`config.mk`:
```
export PLATFORM = sky130hd
export DESIGN_NAME = pipelined_fetch_stage
export DESIGN_NICKNAME = d
export VERILOG_FILES = /design/src/rtl/pfs_pkg.sv /design/src/rtl/pfs_decode.sv /design/src/rtl/pfs_state.sv /design/src/rtl/pipelined_fetch_stage.sv
export VERILOG_INCLUDE_DIRS = /design/src /design/src/rtl
export SDC_FILE = /design/constraint.sdc
export NUM_CORES = 1
export LEC_CHECK = 0
export ABC_AREA = 1
export CAP_MARGIN = 20
export CORE_MARGIN = 2
export CORE_UTILIZATION = 30
export DETAILED_ROUTE_END_ITERATION = 10
export DONT_BUFFER_PORTS = 1
export GPL_ROUTABILITY_DRIVEN = 0
export GPL_TIMING_DRIVEN = 0
export SYNTH_ARGS = -nofsm -noshare
export SYNTH_HDL_FRONTEND = slang
export SYNTH_HIERARCHICAL = 1
export SYNTH_SLANG_ARGS = --single-unit
```
`constraint.sdc`:
```
create_clock -name clk -period 12.85 [get_ports clk]
set_input_delay 1.285 -clock clk [delete_from_list [all_inputs] [get_ports clk]]
set_output_delay 1.285 -clock clk [all_outputs]
set_load 0.01 [all_outputs]
```
`src/rtl/pipelined_fetch_stage_macros.svh`:
```
// Assertion macros for the fetch stage.
// Used by pipelined_fetch_stage.sv; expects clk and rst in scope.
`ifndef PIPELINED_FETCH_STAGE_MACROS_SVH
`define PIPELINED_FETCH_STAGE_MACROS_SVH

// same-cycle implication
`define PFS_ASSERT_IMPL(label, ante, cons) \
  label: assert property (@(posedge clk) disable iff (rst) (ante) |-> (cons)) \
    else $error("fetch stage assertion failed");

// next-cycle implication
`define PFS_ASSERT_NEXT(label, ante, cons) \
  label: assert property (@(posedge clk) disable iff (rst) (ante) |=> (cons)) \
    else $error("fetch stage assertion failed");

`endif

```
`src/rtl/pfs_pkg.sv`:
```
// Shared types, opcodes and helpers for the fetch stage.
// No dependencies.
package pfs_pkg;

  localparam int ADDR_W      = 64;
  localparam int CONST_BYTES = 8;
  localparam int CONST_W     = 8 * CONST_BYTES;

  localparam logic [3:0] OP_HALT  = 4'h0;
  localparam logic [3:0] OP_NOP   = 4'h1;
  localparam logic [3:0] OP_RRMOV = 4'h2;
  localparam logic [3:0] OP_IRMOV = 4'h3;
  localparam logic [3:0] OP_RMMOV = 4'h4;
  localparam logic [3:0] OP_MRMOV = 4'h5;
  localparam logic [3:0] OP_ALU   = 4'h6;
  localparam logic [3:0] OP_JUMP  = 4'h7;
  localparam logic [3:0] OP_CALL  = 4'h8;
  localparam logic [3:0] OP_RET   = 4'h9;
  localparam logic [3:0] OP_PUSH  = 4'hA;
  localparam logic [3:0] OP_POP   = 4'hB;
  localparam logic [3:0] NO_REG   = 4'hF;

  localparam logic [1:0] ST_OK   = 2'd0;
  localparam logic [1:0] ST_HALT = 2'd1;
  localparam logic [1:0] ST_ADDR = 2'd2;
  localparam logic [1:0] ST_INS  = 2'd3;

  typedef struct packed {
    logic [63:0]       instr_lo;
    logic [15:0]       instr_hi;
    logic              mem_error;
    logic [3:0]        m_icode;
    logic              m_cnd;
    logic [ADDR_W-1:0] m_val_a;
    logic [3:0]        w_icode;
    logic [ADDR_W-1:0] w_val_m;
    logic [3:0]        e_icode;
    logic [3:0]        e_dst_m;
    logic [7:0]        decode_sources;
    logic [3:0]        d_icode;
  } pfs_in_t;

  typedef struct packed {
    logic [3:0]         icode;
    logic [3:0]         ifun;
    logic [1:0]         status;
    logic [ADDR_W-1:0]  val_p;
    logic [3:0]         reg_a;
    logic [3:0]         reg_b;
    logic [CONST_W-1:0] val_c;
    logic               fetch_stall;
    logic [ADDR_W-1:0]  fetch_pc;
  } pfs_out_t;

  typedef struct packed {
    logic              stall;
    logic [ADDR_W-1:0] pred;
  } pfs_ctl_t;

  function automatic logic has_regs(input logic [3:0] op);
    has_regs = op inside {OP_RRMOV, OP_ALU, OP_PUSH, OP_POP, OP_IRMOV, OP_RMMOV, OP_MRMOV};
  endfunction

  function automatic logic has_const(input logic [3:0] op);
    has_const = op inside {OP_IRMOV, OP_RMMOV, OP_MRMOV, OP_JUMP, OP_CALL};
  endfunction

endpackage

```
`src/rtl/pfs_decode.sv`:
```
// Combinational fetch logic: PC select, instruction split, next PC, prediction, stall.
// Depends on pfs_pkg.
module pfs_decode (
  input  pfs_pkg::pfs_in_t                 fin,
  input  logic [pfs_pkg::ADDR_W-1:0]       predicted_pc,
  input  logic [pfs_pkg::CONST_W-1:0]      last_constant,
  output pfs_pkg::pfs_out_t                res,
  output pfs_pkg::pfs_ctl_t                ctl
);

  logic [79:0]                 bytes;
  logic [pfs_pkg::ADDR_W-1:0]  pc;
  logic [3:0]                  op;
  logic [3:0]                  fn;
  logic [1:0]                  st;
  logic [3:0]                  ra;
  logic [3:0]                  rb;
  logic [3:0]                  pos;
  logic [pfs_pkg::CONST_W-1:0] cval;
  logic [pfs_pkg::ADDR_W-1:0]  val_p;
  logic [3:0]                  src_a;
  logic [3:0]                  src_b;
  logic                        load_use;
  logic                        ret_busy;

  assign bytes = {fin.instr_hi, fin.instr_lo};
  assign src_a = fin.decode_sources[3:0];
  assign src_b = fin.decode_sources[7:4];

  always_comb begin
    // mispredicted branch wins over a returning ret
    if (fin.m_icode == pfs_pkg::OP_JUMP && !fin.m_cnd) begin
      pc = fin.m_val_a;
    end else if (fin.w_icode == pfs_pkg::OP_RET) begin
      pc = fin.w_val_m;
    end else begin
      pc = predicted_pc;
    end

    if (fin.mem_error) begin
      op = pfs_pkg::OP_NOP;
      fn = 4'h0;
      st = pfs_pkg::ST_ADDR;
    end else begin
      op = bytes[7:4];
      fn = bytes[3:0];
      if (op > pfs_pkg::OP_POP) begin
        st = pfs_pkg::ST_INS;
      end else if (op == pfs_pkg::OP_HALT) begin
        st = pfs_pkg::ST_HALT;
      end else begin
        st = pfs_pkg::ST_OK;
      end
    end

    ra  = pfs_pkg::NO_REG;
    rb  = pfs_pkg::NO_REG;
    pos = 4'd1;
    if (pfs_pkg::has_regs(op)) begin
      ra  = bytes[15:12];
      rb  = bytes[11:8];
      pos = 4'd2;
    end

    cval = last_constant;
    if (pfs_pkg::has_const(op)) begin
      // constant starts right after the register byte, if any
      cval = pfs_pkg::has_regs(op) ? bytes[79:16] : bytes[71:8];
      pos  = pos + 4'(pfs_pkg::CONST_BYTES);
    end

    val_p = pc + {{(pfs_pkg::ADDR_W-4){1'b0}}, pos};
  end

  assign load_use = (fin.e_icode == pfs_pkg::OP_MRMOV || fin.e_icode == pfs_pkg::OP_POP) &&
                    (fin.e_dst_m == src_a || fin.e_dst_m == src_b);
  assign ret_busy = fin.d_icode == pfs_pkg::OP_RET || fin.e_icode == pfs_pkg::OP_RET ||
                    fin.m_icode == pfs_pkg::OP_RET;

  assign ctl.stall = load_use || ret_busy;
  assign ctl.pred  = (op == pfs_pkg::OP_JUMP || op == pfs_pkg::OP_CALL) ? cval : val_p;

  assign res.icode       = op;
  assign res.ifun        = fn;
  assign res.status      = st;
  assign res.val_p       = val_p;
  assign res.reg_a       = ra;
  assign res.reg_b       = rb;
  assign res.val_c       = cval;
  assign res.fetch_stall = ctl.stall;
  assign res.fetch_pc    = pc;

endmodule

```
`src/rtl/pfs_state.sv`:
```
// Predicted PC and last-constant registers of the fetch stage.
// Depends on pfs_pkg.
module pfs_state (
  input  logic                        clk,
  input  logic                        rst,
  input  logic                        advance,
  input  pfs_pkg::pfs_ctl_t           ctl,
  input  logic [pfs_pkg::CONST_W-1:0] constant,
  output logic [pfs_pkg::ADDR_W-1:0]  predicted_pc,
  output logic [pfs_pkg::CONST_W-1:0] last_constant
);

  always_ff @(posedge clk) begin
    if (rst) begin
      predicted_pc  <= '0;
      last_constant <= '0;
    end else if (advance) begin
      // constant already falls back to the held value when absent
      last_constant <= constant;
      if (!ctl.stall) begin
        predicted_pc <= ctl.pred;
      end
    end
  end

endmodule

```
`src/rtl/pipelined_fetch_stage.sv`:
```
// Fetch stage: one word accepted per cycle while the result register is free or draining;
// a word passes input register -> fetch logic -> result register, and out_ready back-pressure
// can hold it in either register. The predicted PC update feeds the very next word.
// Reset clears both valid flags, the predicted PC and the held constant to zero.
// Depends on pfs_pkg, pfs_decode, pfs_state and pipelined_fetch_stage_macros.svh.
`include "pipelined_fetch_stage_macros.svh"
module pipelined_fetch_stage (
  input  logic        clk,
  input  logic        rst,
  input  logic        in_valid,
  output logic        in_ready,
  input  logic [63:0] instr_lo,
  input  logic [15:0] instr_hi,
  input  logic        mem_error,
  input  logic [3:0]  m_icode,
  input  logic        m_cnd,
  input  logic [63:0] m_val_a,
  input  logic [3:0]  w_icode,
  input  logic [63:0] w_val_m,
  input  logic [3:0]  e_icode,
  input  logic [3:0]  e_dst_m,
  input  logic [7:0]  decode_sources,
  input  logic [3:0]  d_icode,
  output logic        out_valid,
  input  logic        out_ready,
  output logic [3:0]  icode,
  output logic [3:0]  ifun,
  output logic [1:0]  status,
  output logic [63:0] val_p,
  output logic [3:0]  reg_a,
  output logic [3:0]  reg_b,
  output logic [63:0] val_c,
  output logic        fetch_stall,
  output logic [63:0] fetch_pc
);

  pfs_pkg::pfs_in_t                fetch_in;
  logic                            fetch_in_valid;
  pfs_pkg::pfs_out_t               fetch_out;
  pfs_pkg::pfs_out_t               res;
  pfs_pkg::pfs_ctl_t               ctl;
  logic [pfs_pkg::ADDR_W-1:0]      predicted_pc;
  logic [pfs_pkg::CONST_W-1:0]     last_constant;
  logic                            advance;

  // held word moves to the result register when that register is free or draining
  assign advance  = fetch_in_valid && (!out_valid || out_ready);
  assign in_ready = !fetch_in_valid || advance;

  always_ff @(posedge clk) begin
    if (rst) begin
      fetch_in_valid <= 1'b0;
    end else if (in_ready) begin
      fetch_in_valid <= in_valid;
    end
  end

  always_ff @(posedge clk) begin
    if (in_ready && in_valid) begin
      fetch_in.instr_lo       <= instr_lo;
      fetch_in.instr_hi       <= instr_hi;
      fetch_in.mem_error      <= mem_error;
      fetch_in.m_icode        <= m_icode;
      fetch_in.m_cnd          <= m_cnd;
      fetch_in.m_val_a        <= m_val_a;
      fetch_in.w_icode        <= w_icode;
      fetch_in.w_val_m        <= w_val_m;
      fetch_in.e_icode        <= e_icode;
      fetch_in.e_dst_m        <= e_dst_m;
      fetch_in.decode_sources <= decode_sources;
      fetch_in.d_icode        <= d_icode;
    end
  end

  pfs_decode u_decode (
    .fin           (fetch_in),
    .predicted_pc  (predicted_pc),
    .last_constant (last_constant),
    .res           (res),
    .ctl           (ctl)
  );

  pfs_state u_state (
    .clk           (clk),
    .rst           (rst),
    .advance       (advance),
    .ctl           (ctl),
    .constant      (res.val_c),
    .predicted_pc  (predicted_pc),
    .last_constant (last_constant)
  );

  always_ff @(posedge clk) begin
    if (rst) begin
      out_valid <= 1'b0;
    end else if (advance) begin
      out_valid <= 1'b1;
    end else if (out_ready) begin
      out_valid <= 1'b0;
    end
  end

  always_ff @(posedge clk) begin
    if (advance) begin
      fetch_out <= res;
    end
  end

  assign icode       = fetch_out.icode;
  assign ifun        = fetch_out.ifun;
  assign status      = fetch_out.status;
  assign val_p       = fetch_out.val_p;
  assign reg_a       = fetch_out.reg_a;
  assign reg_b       = fetch_out.reg_b;
  assign val_c       = fetch_out.val_c;
  assign fetch_stall = fetch_out.fetch_stall;
  assign fetch_pc    = fetch_out.fetch_pc;

  `PFS_ASSERT_NEXT(a_stall_holds_pc, advance && ctl.stall, $stable(predicted_pc))
  `PFS_ASSERT_NEXT(a_advance_fills_out, advance, out_valid)
  `PFS_ASSERT_IMPL(a_empty_takes_word, !fetch_in_valid, in_ready)
  `PFS_ASSERT_IMPL(a_addr_err_is_nop, out_valid && status == pfs_pkg::ST_ADDR,
                   icode == pfs_pkg::OP_NOP && reg_a == pfs_pkg::NO_REG)

endmodule

```
* Word-level counts from Yosys, hierarchy flattened
Index checks and enable logic that the tools add are counted.
** Word-level totals
- Flip-flop bits (word level) :: 579
- Latch bits :: 0
- RAM bits :: 0
- ROM bits :: 0
- Input port bits :: 242
- Output and inout port bits :: 213
- Logic and storage cells :: 81
- Memories kept :: 0
** Operators by class
- Add/subtract/negate cells :: 2
- Multiply operators :: 0
- Div/mod/pow operators :: 0
- Order comparisons :: 1
- Equality and inequality tests :: 18
- Shift operators :: 0
- Muxes and demuxes :: 12
- Bitwise logic cells :: 1
- Reduce and logical (&&, ||, !) cells :: 21
** Operator list (count)
- $mux 64 :: 5
- $add 64x4->64 :: 1
- $eq 4x4->1 const B :: 8
- $eq 4x3->1 const B :: 6
- $eq 4x2->1 const B :: 2
- $eq 4x4->1 :: 2
- $logic_or 1x1->1 :: 8
- $mux 4 :: 2
- $reduce_bool 7->1 :: 1
- $reduce_bool 5->1 :: 1
- $add 2x4->4 const B :: 1
- $gt 4x4->1 const B :: 1
- $logic_and 1x1->1 :: 4
- $logic_not 4->1 :: 1
- $mux 1 :: 4
- $logic_not 1->1 :: 3
- $mux 2 :: 1
- $reduce_and 2->1 :: 1
- $reduce_bool 2->1 :: 1
- $reduce_or 2->1 :: 1
- $not 1->1 :: 1

* Depth between registers and ports, before layout
- Depth after elaboration :: 8
- Mapped depth :: 27
- Gate-level depth less buffers :: 26

* By module
The synthesis kept the hierarchy.
** By module, submodules not included
- pipelined_fetch_stage :: times used 1, cells each 461, area each 13574.3 sq um, seq. area each 13523.0 sq um
- pfs_decode :: times used 1, cells each 1577, area each 7324.5 sq um, seq. area each 0.0 sq um
- pfs_state :: times used 1, cells each 691, area each 4897.2 sq um, seq. area each 2562.5 sq um

* Worst setup path after synthesis
Ideal clock, no wire load.
- Path kind :: in2reg
- Start :: in out_ready
- End :: reg u_state/predicted_pc[50] (netlist bit)
- Setup time :: 0.113 ns
- Arrival time :: 13.355 ns
- Data required time :: 12.737 ns
- Path slack :: -0.618 ns
- Cell stages on the path :: 8
- Buffers on the path :: 3
- Cell sequence :: inv_1 a21oi_1 buf_4 buf_4 buf_2 nand3_1 nand2_1 nor2_1
** Between the ends
- Cells in the longest elaborated chain, start to end :: 3
** RTL lines
- start: declaration :: RTL line pipelined_fetch_stage.sv:25 : input logic out_ready,
- $logic_or 1x1->1 :: RTL line pipelined_fetch_stage.sv:47 : assign advance = fetch_in_valid && (!out_valid || out_ready);
- $logic_and 1x1->1 :: RTL line pipelined_fetch_stage.sv:47
- named net advance :: RTL line pipelined_fetch_stage.sv:44 : logic advance;
- $reduce_and 2->1 (no line)
- end signal: assignment :: RTL line pfs_state.sv:21 : predicted_pc <= ctl.pred;
- end: declaration :: RTL line pfs_state.sv:9 : output logic [pfs_pkg::ADDR_W-1:0] predicted_pc,
The timed path passes the listed nets, and every way through them passes these cells.
A chain may end at the register's enable or synchronous reset.

==> reports/qor.txt <==
buffer and inverter count on the worst path = 6
vias in the first global route = 18.96k
non-filler cells, final = 4030
DP HPWL = 78280 microns
DR vias/cell = 4.950
Core Footprint = 0.08515 sq mm
Worst-path clk slew = 0.06 ns
worst clock skew = 0.02919 ns
filler cell count = 8634
CTS tree = yes
largest net degree at the start of global routing = 122
top post-synthesis cells by area = edfxtp_1, nand2_1, dfxtp_1
Distinct cells, synth = 48
initial antenna violation count = 37
delay of the slowest cell on the worst path = 0.52 ns
Die Ht = 297.2 microns
Psw = 1.250 mW
count of pins over their slew limit = 0
Leak = 11.77 nW
f_max = 210.2 MHz
PD cells = 160.7 mW/mm^2
DR iter-0 viols = 2152
Reg power frac = 46.9%
CP required = 13.35 ns
Comb power frac = 9.6%
syn avg cell area = 9.453 sq um
clock tree buffer depth = 3
Post-Place Worst Slack = 8.260 ns
vias post-DR = 19.95k
CTS Hold Buffers Added = 0
crit path DAT = 5.26 ns
Commonest cells post-synth = nand2_1, nor2_1, edfxtp_1, inv_1, nand3_1
#FFs+latches synth = 579
gr usage total = 22.06%
max-cap violation count = 0
first-pass GRT wire length = 138200 microns
Setup crit start kind = register
Synth Net Count = 2973
Hold Path Class = reg2reg
Tmin final = 4.757 ns
DRC = 0
Routed WL = 100100 microns
IO Count = 455
yosys warns = 6
Area Growth Syn to Fin = 16.18%
Antenna Violating Nets Remaining = 0
Setup WS post-layout = 8.093 ns
Worst Path Max Fanout = 10
most frequent cell on the critical path = nand2_1
Hold Fails Final Rpt = 0
post_cts resized = 0
endpoint class of the critical path = register
Die ar. = 0.08835 sq mm
CTS Sinks = 579
wire length per cell = 24.84 microns
Synth area leader = edfxtp_1
count leader, synth = nand2_1
dpl cells = 3884
ys flop type = edfxtp_1
Synth Instances = 2729
RSZ-0062 raised after global routing = false
part of the cycle the worst path needs = 37.02%
Row Count = 107
VDD IR max = 0.09431 mV
H-tree depth = 3
headroom to the max-slew limit = 40.67%
top cell type's share of synthesized area = 52.27%
layout cell share with drive strength beyond 1 = 11.12%
Post-Syn Area = 0.02580 sq mm
fin nets = 3056
clk_lat worst skew = 0.63 ns
Post-synth EDFFs = 449
Seq/Total Area, Yosys = 62.36%
GR Overflow Total = 0
total CTS buffers = 70
Switching Share = 25.96%
Starting Density = 30.30%
Crit-path slowest cell = edfxtp_1
Post-CTS Setup Repair Bufs = 0
delay-heaviest family, CP = simple AND/OR/NAND/NOR gates
Int Power = 3.564 mW
clock power share = 43.4%
outcome = finished, final reports clean
Least-Margin Pin Slew = 0.8880 ns
Die W = 297.2 microns
Clock Tree Root = clkbuf_16
# setup viols final = 0
drt pass-1 iters = 6
WS Path Type = reg2reg
Port Buf Inserts = 0
asr flop ratio synth = 0%
[stage by stage]
step	area, sq um	hold slack (ns)	util, %	total power [mW]	TNS (ns)
floorplan	25800	0.4550	-	2.561	0
global placement	27230	0.4657	31.98	2.763	-19.53
detailed placement	27510	0.4721	32.31	2.756	0
CTS	29930	0.4840	35.15	4.853	0
global route	29940	0.5039	35.16	4.984	0
finish	29970	0.4786	35.20	4.815	0
[metal layers]
| metal | vias to the layer above | wire [microns] | global-route usage, % |
|---|---|---|---|
| met2 | 1020 | 46230 | 35.46 |
| met4 | 34 | 4327 | 9.800 |
| met5 | - | 205 | 0 |
| met1 | 9545 | 38260 | 26.50 |
| li1 | 9148 | - | - |
| met3 | 201 | 11100 | 7.968 |
[flip-flops by register name, summed over array words and instances (netlist names), 64 cells and up]
| register | count |
|---|---|
| val_c | 64 |
| fetch_pc | 64 |
| u_state/last_constant | 64 |
| u_state/predicted_pc | 64 |
| fetch_in | 238 |
| val_p | 64 |
[cells by family (layout without fill, tap and decap cells)]
group | count (synthesis) | count (layout) | synth area share [%]
buffers and inverters | 380 | 520 | 6.373
AO/OA/AOI/OAI | 215 | 215 | 4.909
XOR/XNOR | 37 | 37 | 1.431
AND/OR/NAND/NOR | 1516 | 1516 | 24.83
other | 0 | 17 | 0
flip-flops | 579 | 579 | 62.36
adder cells (fa/ha/maj) | 2 | 2 | 0.09699
[worst min-delay path: cells and delay by family, from the launching register on]
family	cells	cell delay (ns)
flops	1	0.32
simple gates	2	0.13
[power by group through the flow]
stage	clock [mW]	sequential, mW	combinational, mW
after global routing	2.21	2.27	0.506
after global placement	0	2.32	0.439
after detailed placement	0	2.30	0.456
final	2.09	2.26	0.463
after CTS	2.13	2.26	0.459
after floorplan	0	2.27	0.290
[path summary, 6_finish.rpt]
path                                              start                                     to  cells past startpoint  slack, ns
hold reg to reg   u_state/predicted_pc[33]$_SDFFE_PP0P_  u_state/predicted_pc[33]$_SDFFE_PP0P_                      2       0.48
setup reg to reg                fetch_in[157]$_DFFE_PP_  u_state/predicted_pc[57]$_SDFFE_PP0P_                     25       8.09
hold / removal    u_state/predicted_pc[33]$_SDFFE_PP0P_  u_state/predicted_pc[33]$_SDFFE_PP0P_                      2       0.48
setup / recovery                fetch_in[157]$_DFFE_PP_  u_state/predicted_pc[57]$_SDFFE_PP0P_                     25       8.09
[cell type report]
type                       instances  area (sq um)  area share (%)
multi-input combinational       1770          8078           26.95
inverter                         257         974.7           3.252
tap                             1144          1431           4.776
sequential                       579         16090           53.67
buffer                           123         676.9           2.259
clock buffer                      86          1893           6.317
timing repair buffer              11         265.3          0.8851
clock inverter                    43         521.8           1.741
antenna                           17         42.54          0.1420
[placed cells by master, fill, tap and decap left out, types with 6 or more instances in the layout]
master / count
buf_6: 15
or2_2: 8
inv_2: 19
o22ai_1: 7
buf_2: 46
nand3_1: 192
o21ai_0: 106
xor2_1: 21
bufinv_16: 11
diode_2: 17
clkinv_2: 18
nor2_2: 22
clkbuf_16: 71
nand3b_1: 24
nand2_2: 28
inv_6: 6
nand2_1: 706
clkbuf_1: 51
clkbuf_8: 6
a21oi_1: 14
inv_1: 231
o21ai_2: 6
o21ai_1: 17
dfxtp_1: 130
edfxtp_1: 449
and2_1: 7
xnor2_1: 10
nor2_4: 9
buf_16: 6
buf_4: 12
nand4_1: 21
nor2_1: 477
clkinv_1: 9
a31oi_1: 43
o211ai_1: 8
buf_1: 8
(Power assumes the default switching activity.)
